$ cat src/rtl/sist_pkg.sv
package sist_pkg;

  typedef enum logic [1:0] {
    OP_ADD   = 2'd0,
    OP_DEL   = 2'd1,
    OP_QUERY = 2'd2,
    OP_CLEAR = 2'd3
  } op_t;

  // Classification made by the front end, carried with each queued item.
  typedef struct packed {
    op_t  op;
    logic rev;   // start bound sorts after end bound
  } ctl_t;

  localparam int unsigned COUNT_OUT_W = 7;

  typedef struct packed {
    logic                   hit;
    logic [COUNT_OUT_W-1:0] count;
    logic                   status;
  } res_t;

  typedef enum logic [2:0] {
    ST_IDLE,
    ST_SCAN,
    ST_DECIDE,
    ST_PRE0,
    ST_PRE1,
    ST_MOVE,
    ST_POST,
    ST_RESP
  } state_t;

endpackage

$ cat src/rtl/sist_front.sv
module sist_front #(
  parameter int unsigned LINE_BITS   = 20,
  parameter int unsigned COLUMN_BITS = 16,
  parameter int unsigned KW          = LINE_BITS + COLUMN_BITS + 1
) (
  input  logic                   in_valid,
  output logic                   in_ready,
  input  sist_pkg::op_t          in_operation,
  input  logic [LINE_BITS-1:0]   in_start_line,
  input  logic [COLUMN_BITS-1:0] in_start_column,
  input  logic                   in_start_open,
  input  logic [LINE_BITS-1:0]   in_end_line,
  input  logic [COLUMN_BITS-1:0] in_end_column,
  input  logic                   in_end_open,
  output logic                   push_valid,
  input  logic                   push_ready,
  output sist_pkg::ctl_t         push_ctl,
  output logic [KW-1:0]          push_lo,
  output logic [KW-1:0]          push_hi
);

  logic is_query;
  logic is_edit;

  // Bound key {line, column, closed}: an open bound sorts first at a position.
  assign is_query = (in_operation == sist_pkg::OP_QUERY);
  assign is_edit  = (in_operation == sist_pkg::OP_ADD) || (in_operation == sist_pkg::OP_DEL);

  assign push_lo = {in_start_line, in_start_column, is_query | ~in_start_open};
  assign push_hi = {in_end_line, in_end_column, ~in_end_open};

  assign push_ctl.op  = in_operation;
  assign push_ctl.rev = is_edit && (push_lo > push_hi);

  assign push_valid = in_valid;
  assign in_ready   = push_ready;

endmodule

$ cat config.mk
export PLATFORM = sky130hd
export DESIGN_NAME = sist_front
export DESIGN_NICKNAME = d
export VERILOG_FILES = /design/src/rtl/sist_pkg.sv /design/src/rtl/sist_front.sv
export SDC_FILE = /design/constraint.sdc
export NUM_CORES = 1
export LEC_CHECK = 0
export BUFFER_PORTS_ARGS = -buffer_cell sky130_fd_sc_hd__buf_2
export CORE_UTILIZATION = 36
export DETAILED_ROUTE_END_ITERATION = 8
export PLACE_DENSITY = 0.89
export SYNTH_ARGS = -nofsm -noshare
export SYNTH_HDL_FRONTEND = slang
export SYNTH_SLANG_ARGS = --single-unit
$ cat constraint.sdc
create_clock -name vclk -period 2.15
set_input_delay 0 -clock vclk [all_inputs]
set_output_delay 0 -clock vclk [all_outputs]
set_load 0.01 [all_outputs]
==> results.md <==
- Num ports: 157
- Crit-path cells: buf_2 > inv_1 > ha_1 > nand4_2 > nor4_2 > nand4_1 > nor4_1 > nor2_1 > o31a_1 > buf_2
- Syn Inst Count: 208
- Synth Warn #: 0
- Worst Path Buf+Inv: 3
- Crit path required time: around 2.2 ns
- Most used cell along the critical path: buf_2
- Diode count: 0
- Row count: 23
- Placer Congestion: 0.7520
- Initial antenna violation count: 0
- Proportion of layout cells with a drive suffix above 1: 54.55%
- Die area: about 4500 sq um
- Leakage power: between 0.001 and 0.0015 uW
- Most common cell after layout, fill and taps aside: buf_2
- Seq/Total Area, Yosys: 0%
- Comb pwr share: 100.0%
- DPL Wire Length: 3.224 mm
- Top cell family by delay on the critical path: simple AND/OR/NAND/NOR gates
- Yosys cell types: 25
- Rel. slew slack: 74.90%
- Sum Neg Setup Slack: 0 ns
- First-pass GRT wire length: 4.802 mm
- Syn Std Cell Area: 1520 sq um
- Nets: 403
- Slew Limit Fails: 0
- Pwr Density: 196.8 nW/um^2
- Core ar.: 4029 sq um
- Hold crit path type: input pin to output pin
- Crit end category: output pin
- 1st-pass router iterations: 4
- Largest net degree at the start of global routing: 4
- Clock Power Share: 0%
- Largest stage delay, worst path: 0.37 ns
- Routed Antenna Nets: 0
- Starting density of the core: 37.73%
- Clk_buf instances: 0
- Cell-internal power: 171.1 uW
- Fillcell total: 418
- Vias per Instance: 4.458
- Max-cap violations: 0
- Crit path depth: 10
- Area of the multi-input gates: around 800 sq um
- Post-DR wirelength/cell: 9.979 um
- Via count: 1498
- RSZ-0062 raised after global routing: no
- Hold Fails Final Rpt: 0
- Syn_nets: 323
- Reg power frac: 0%
- Max rail drop VDD: ~60 uV
- FF+latch count: 0
- Die H: 66.99 um
- Hold path depth: 0
- Post-CTS Setup Inserts: 0
- PortBufs: 153
- GRT Util Overall: 13.31%
- Final global-route overflow total: 0
- Power after layout: between 300 and 400 uW
- Mean cell area of the mapped netlist: 7.309 sq um
- Most frequent cells in the layout: 153 x buf_2, 39 x inv_1, 37 x ha_1
- Final setup violation count: 0
- Crit Path Max Fanout: 3
- DRC: 0
- CP Class: input pin to output pin
- Area growth syn-to-layout: 17.45%
- Sw Pwr: 180.2 uW
- Final min period: 1.851 ns
- Fmax: 540.1 MHz
- Status: finished clean
- Final period utilization: between 80% and 90%
- PostCTS Resize Cnt: 0
- Slew @ Worst Pin: 0.3670 ns
- Quantity of hold-fixing buffers added after cts: 0
- Critical-path top delay cell: nor4_1
- Setup crit start kind: input pin
- Register area: 0 sq um
- Detailed Route WL: 3.353 mm
- Sw Share: 51.29%
- DRT iter0 DRCs: 40
- WP data arrival: 1.85 ns
- Vias in the first global route: 1237
- DIE WIDTH: 66.99 um
## metal layers
layer	track usage [%]	vias to the layer above	share of wire, %
met5	0	-	0
met4	0	0	0
met3	0.3425	0	6.7
met2	28.66	76	55
met1	14.70	651	38
li1	-	771	-
## cell families after synthesis
kind of cell	Yosys count	share of synthesized area [%]
AND/OR/NAND/NOR	29	10.78
AO/OA/AOI/OAI	27	11.61
adder cells (fa/ha/maj)	37	30.45
buffers and inverters	115	47.16
## path summary, 6_finish.rpt
kind | startpoint | endpoint | slack (ns)
worst max-delay path | in_end_line[18] | push_ctl[0] | 0.30
worst min-delay path | push_ready | in_ready | 0.000004
## final cells by class
type,count,share of cell area [%]
repair buffers,154,43.31
inverters,39,8.199
well taps,50,3.504
multi-input cells,93,44.99
## synth_stat cells (2+ instances only)
master | instances | share of area, %
buf_4 | 76 | 38
a21oi_1 | 13 | 4.3
inv_1 | 39 | 9.6
nor2_1 | 2 | 0.49
ha_1 | 37 | 30
nand2_1 | 8 | 2.0
nand3_1 | 6 | 2.0
a221o_1 | 2 | 1.3
nand4_1 | 6 | 2.5
a21o_1 | 4 | 2.0
## power by group through the flow
stage / Combinational, uW / Clock [uW] / Sequential (uW)
2_1_floorplan: 267 / 0 / 0
3_3_place_gp: 343 / 0 / 0
3_5_place_dp: 354 / 0 / 0
4_1_cts: 357 / 0 / 0
5_1_grt: 399 / 0 / 0
6_report: 351 / 0 / 0
## per-stage QoR
stage          utilization (%)  cells  hold slack [ns]  area (sq um)  setup WS (ns)
2_1_floorplan                -    208          0.05328          1520         0.8066
3_3_place_gp             44.32    336       0.00007494          1785         0.2464
3_5_place_dp             44.32    336       0.00007494          1785         0.2615
4_1_cts                  44.32    336       0.00007494          1785         0.2543
5_1_grt                  44.32    336       0.00001862          1785        0.08942
6_report                 44.32    336      0.000003909          1785         0.2986
Note: power is estimated with default switching activity, not from simulation.
