**src/rtl/sist_queue.sv**
```systemverilog
module sist_queue #(
  parameter int unsigned W = 8
) (
  input  logic         clk,
  input  logic         rst_n,
  input  logic         push_valid,
  output logic         push_ready,
  input  logic [W-1:0] push_data,
  output logic         pop_valid,
  input  logic         pop_ready,
  output logic [W-1:0] pop_data
);

  logic [W-1:0] slot_r [2];
  logic         wp_r, wp_nxt;
  logic         rp_r, rp_nxt;
  logic [1:0]   fill_r, fill_nxt;
  logic         do_push;
  logic         do_pop;

  assign push_ready = (fill_r != 2'd2);
  assign pop_valid  = (fill_r != 2'd0);
  assign pop_data   = slot_r[rp_r];
  assign do_push    = push_valid && push_ready;
  assign do_pop     = pop_valid && pop_ready;

  always_comb begin
    wp_nxt   = wp_r ^ do_push;
    rp_nxt   = rp_r ^ do_pop;
    fill_nxt = fill_r + {1'b0, do_push} - {1'b0, do_pop};
  end

  always_ff @(posedge clk) begin
    if (!rst_n) begin
      wp_r   <= 1'b0;
      rp_r   <= 1'b0;
      fill_r <= 2'd0;
    end else begin
      wp_r   <= wp_nxt;
      rp_r   <= rp_nxt;
      fill_r <= fill_nxt;
    end
  end

  always_ff @(posedge clk) begin
    if (do_push) begin
      slot_r[wp_r] <= push_data;
    end
  end

endmodule

```
**config.mk**
```make
export PLATFORM = sky130hd
export DESIGN_NAME = sist_queue
export DESIGN_NICKNAME = d
export VERILOG_FILES = /design/src/rtl/sist_queue.sv
export SDC_FILE = /design/constraint.sdc
export NUM_CORES = 1
export LEC_CHECK = 0
export ABC_AREA = 1
export BUFFER_PORTS_ARGS = -buffer_cell sky130_fd_sc_hd__buf_2
export CORE_MARGIN = 4
export CORE_UTILIZATION = 53
export DETAILED_ROUTE_END_ITERATION = 8
export GPL_ROUTABILITY_DRIVEN = 0
export PLACE_DENSITY = 0.89
export SYNTH_ARGS = -nofsm -noshare
export SYNTH_HDL_FRONTEND = slang
export SYNTH_SLANG_ARGS = --single-unit
```
**constraint.sdc**
```tcl
create_clock -name clk -period 2.7 [get_ports clk]
set_input_delay 0.135 -clock clk [delete_from_list [all_inputs] [get_ports clk]]
set_output_delay 0.135 -clock clk [all_outputs]
set_load 0.02 [all_outputs]
```
==> key figures <==
Pwr
  • Reg power frac: 0.487
  • Comb power frac: 0.365
  • Sw Share: 0.355
  • Leak: around 0.00042 uW
  • Power Density: 953 nW/um^2
  • Peak supply drop: 0.000507 V
  • Net Switching: ~340 uW
  • Clock power frac: 0.148
  • Cell internal pwr: approximately 600 uW

Clock tree
  • Number of CTS-inserted buffers: 3
  • CTS max path bufs: 2
  • Latest clock arrival within the worst-skew pair: 0.29 ns
  • CTS sink count: 21
  • Clock-pin slew of the registers on the worst-case setup and hold paths: 0.10 ns
  • # resized after CTS: 0
  • CTS tree: yes
  • Number of hold buffers added after cts: 0
  • H-tree depth: 1
  • Postcts setup bufs: 0
  • Clk root buf: clkbuf_4

Floorplanning
  • Die area: 2320 um^2
  • CORE AREA: 1520 um^2
  • Starting Density: 0.562
  • Chip height: 48.2 um
  • Chip Width: 48.2 um
  • Rows: 14
  • Io pins: 22

Synthesis
  • Ys Warns: 0
  • Post-Syn Area per Cell: 14.1 um^2
  • Post-synthesis simple-gate area fraction: 0.107
  • Post-Syn Area: 857 um^2
  • Main combinational cell family by area after synthesis: simple AND/OR/NAND/NOR gates
  • Post-synthesis compound-gate area fraction: 0.0102
  • Syn Inst Count: between 60 and 70
  • Post-synth top area share: 0.561
  • Leading area contributor after synthesis: edfxtp_1
  • Mux contribution to synthesized area: 0.105
  • Largest cells by area after synthesis: edfxtp_1 56%, dfxtp_1 12%, mux2_1 11%
  • Post-Syn Nets: 75
  • Yosys reg bits: 21
  • Distinct cells, synth: 17
  • Post-Synth Adder-Cell Area: 0.0292
  • Seq/Total Area, Yosys: 0.677
  • XOR/XNOR Fraction of Synth Area: 0.0102

Global route
  • Tot GR Track Use: 0.126
  • Grt peak-use layer: met2
  • First-pass GRT wire length: about 1900 um
  • Grt met3 use: 0.0332
  • Met2 Use GR: 0.234
  • GRT met1 Usage: 0.125
  • Vias in the first global route: 503
  • Largest net degree at the start of global routing: 12
  • Total grt overflow: 0
  • Initial antenna violation count: 0

Run
  • Max cap viols: 0

Critical path
  • CP max FO: 8
  • Critical Path End Type: primary output
  • Critical path data arrival time: ~1.4 ns
  • Crit Path Category: reg2out
  • Register-to-Register Path Depth: 4
  • Worst EP required: 2.57 ns
  • Startpoint Class: flip-flop

Timing
  • Post-Route Setup TNS: 0 ns
  • Crit path time final: roughly 1.5 ns
  • Slew HR: 0.579
  • Clock skew: 0.00245 ns
  • FMAX: 659 MHz
  • Slew @ Worst Pin: ~0.63 ns
  • Slew Viols, Final: 0
  • Final period utilization: 0.562
  • Hold Vio Cnt, Final: 0
  • Final setup vio count: 0
  • RSZ-0062 raised after global routing: no

Routing
  • Vias per cell: around 4.8
  • Detailed Routing Iterations Pass 1: 2
  • # DRC: 0
  • Iteration-0 DRC Markers: 2
  • Routed via count: 481
  • Routed WL per cell: 11.8 um
  • Detailed Route WL: 1190 um
  • Antenna-violating nets left: 0

Cells and area
  • Finished Cell Area: between 1000 and 1500 um^2
  • Commonest non-fill, non-tap cell in the layout: buf_2
  • Most frequent cells in the layout: 21 x buf_2, 16 x edfxtp_1, 8 x mux2_1, 7 x inv_1
  • Syn-to-layout area delta: 17.1%
  • Antenna cells: 0
  • Share of post-route cells with drive strength above 1: 0.376
  • Final #Nets: 100
  • Fillers: 108

Worst hold path
  • Cells on Worst Hold Path: 1
  • Min-delay worst type: in2reg

Placement
  • Detailed Place HPWL: 953 um
  • IO Port Bufs: 21
  • Placed Area: 977 um^2

Outcome
  • Status: finished, final reports clean
path summary, 6_finish.rpt:
| check | from | end | slack [ns] |
|---|---|---|---|
| hold / removal | push_data[6] | slot_r[1][6]$_DFFE_PP_ | 0.02 |
| setup / recovery | flip-flop | pop_data[3] | 1.18 |
| setup reg to reg | fill_r[0]$_SDFF_PN0_ | slot_r[1][4]$_DFFE_PP_ | 1.26 |
| hold reg to reg | rp_r$_SDFF_PN0_ | flip-flop | 0.52 |
cells by family after synthesis:
family / count (synthesis)
AOI/OAI and AO/OA: 1
xor gates and xnor gates: 1
and+or+nand+nor: 18
adders and majority gates: 2
DFF: 21
buffers and inverters: 10
muxes: 8
cells in the mapped netlist:
library cell	number
nand3_1	1
edfxtp_1	16
mux2_1	8
a21oi_2	1
ha_1	2
nor2_1	6
inv_1	7
nand2_4	1
nor2_2	1
dfxtp_1	5
xnor2_1	1
bufinv_8	1
buf_2	1
nand2_1	6
inv_2	1
nand2_2	2
nor2_4	1
through the flow:
| stage | worst slack [ns] | total power, uW | util | cells | hold slack [ns] |
|---|---|---|---|---|---|
| floorplan | 1.33 | 730 | - | 61 | 0.228 |
| detailed placement | 1.22 | 831 | 0.641 | 97 | 0.329 |
| global placement | 1.32 | 810 | 0.641 | 97 | 0.326 |
| CTS | 1.15 | 973 | 0.658 | 101 | 0.0138 |
| global route | 1.06 | 1030 | 0.658 | 101 | 0.00627 |
| finish | 1.18 | 956 | 0.658 | 101 | 0.0250 |
metal layers:
| layer | up-vias | wire, um | part of all wire |
|---|---|---|---|
| met3 | 2 | 62 | 0.052 |
| met4 | 0 | 9 | 0.0075 |
| met5 | - | 0 | 0 |
| met2 | 13 | 660 | 0.55 |
| li1 | 252 | - | - |
| met1 | 214 | 460 | 0.39 |
critical path: stages, from the launching register on:
cell and delay (ns):
dfxtp_1 0.56, mux2_1 0.37, buf_2 0.16
power groups by stage:
stage	logic [uW]	registers [uW]	clock network [uW]
floorplan	277	452	0
global placement	341	469	0
detailed placement	356	474	0
CTS	357	467	150
global route	394	477	161
finish	349	465	142
flip-flops by register name, summed over array words and instances, names as in the netlist, named ones only:
register,count
slot_r,16
rp_r,1
fill_r,2
wp_r,1
cell type report:
| cell class | instances | area [um^2] | area share |
|---|---|---|---|
| inverter | 9 | 47.5 | 0.0474 |
| multi-input combinational | 30 | 224 | 0.223 |
| sequential | 21 | 581 | 0.579 |
| timing repair buffer | 21 | 105 | 0.105 |
| clock buffer | 4 | 26.3 | 0.0262 |
| tap | 16 | 20.0 | 0.0200 |
Power figures use the tool's default switching activity.
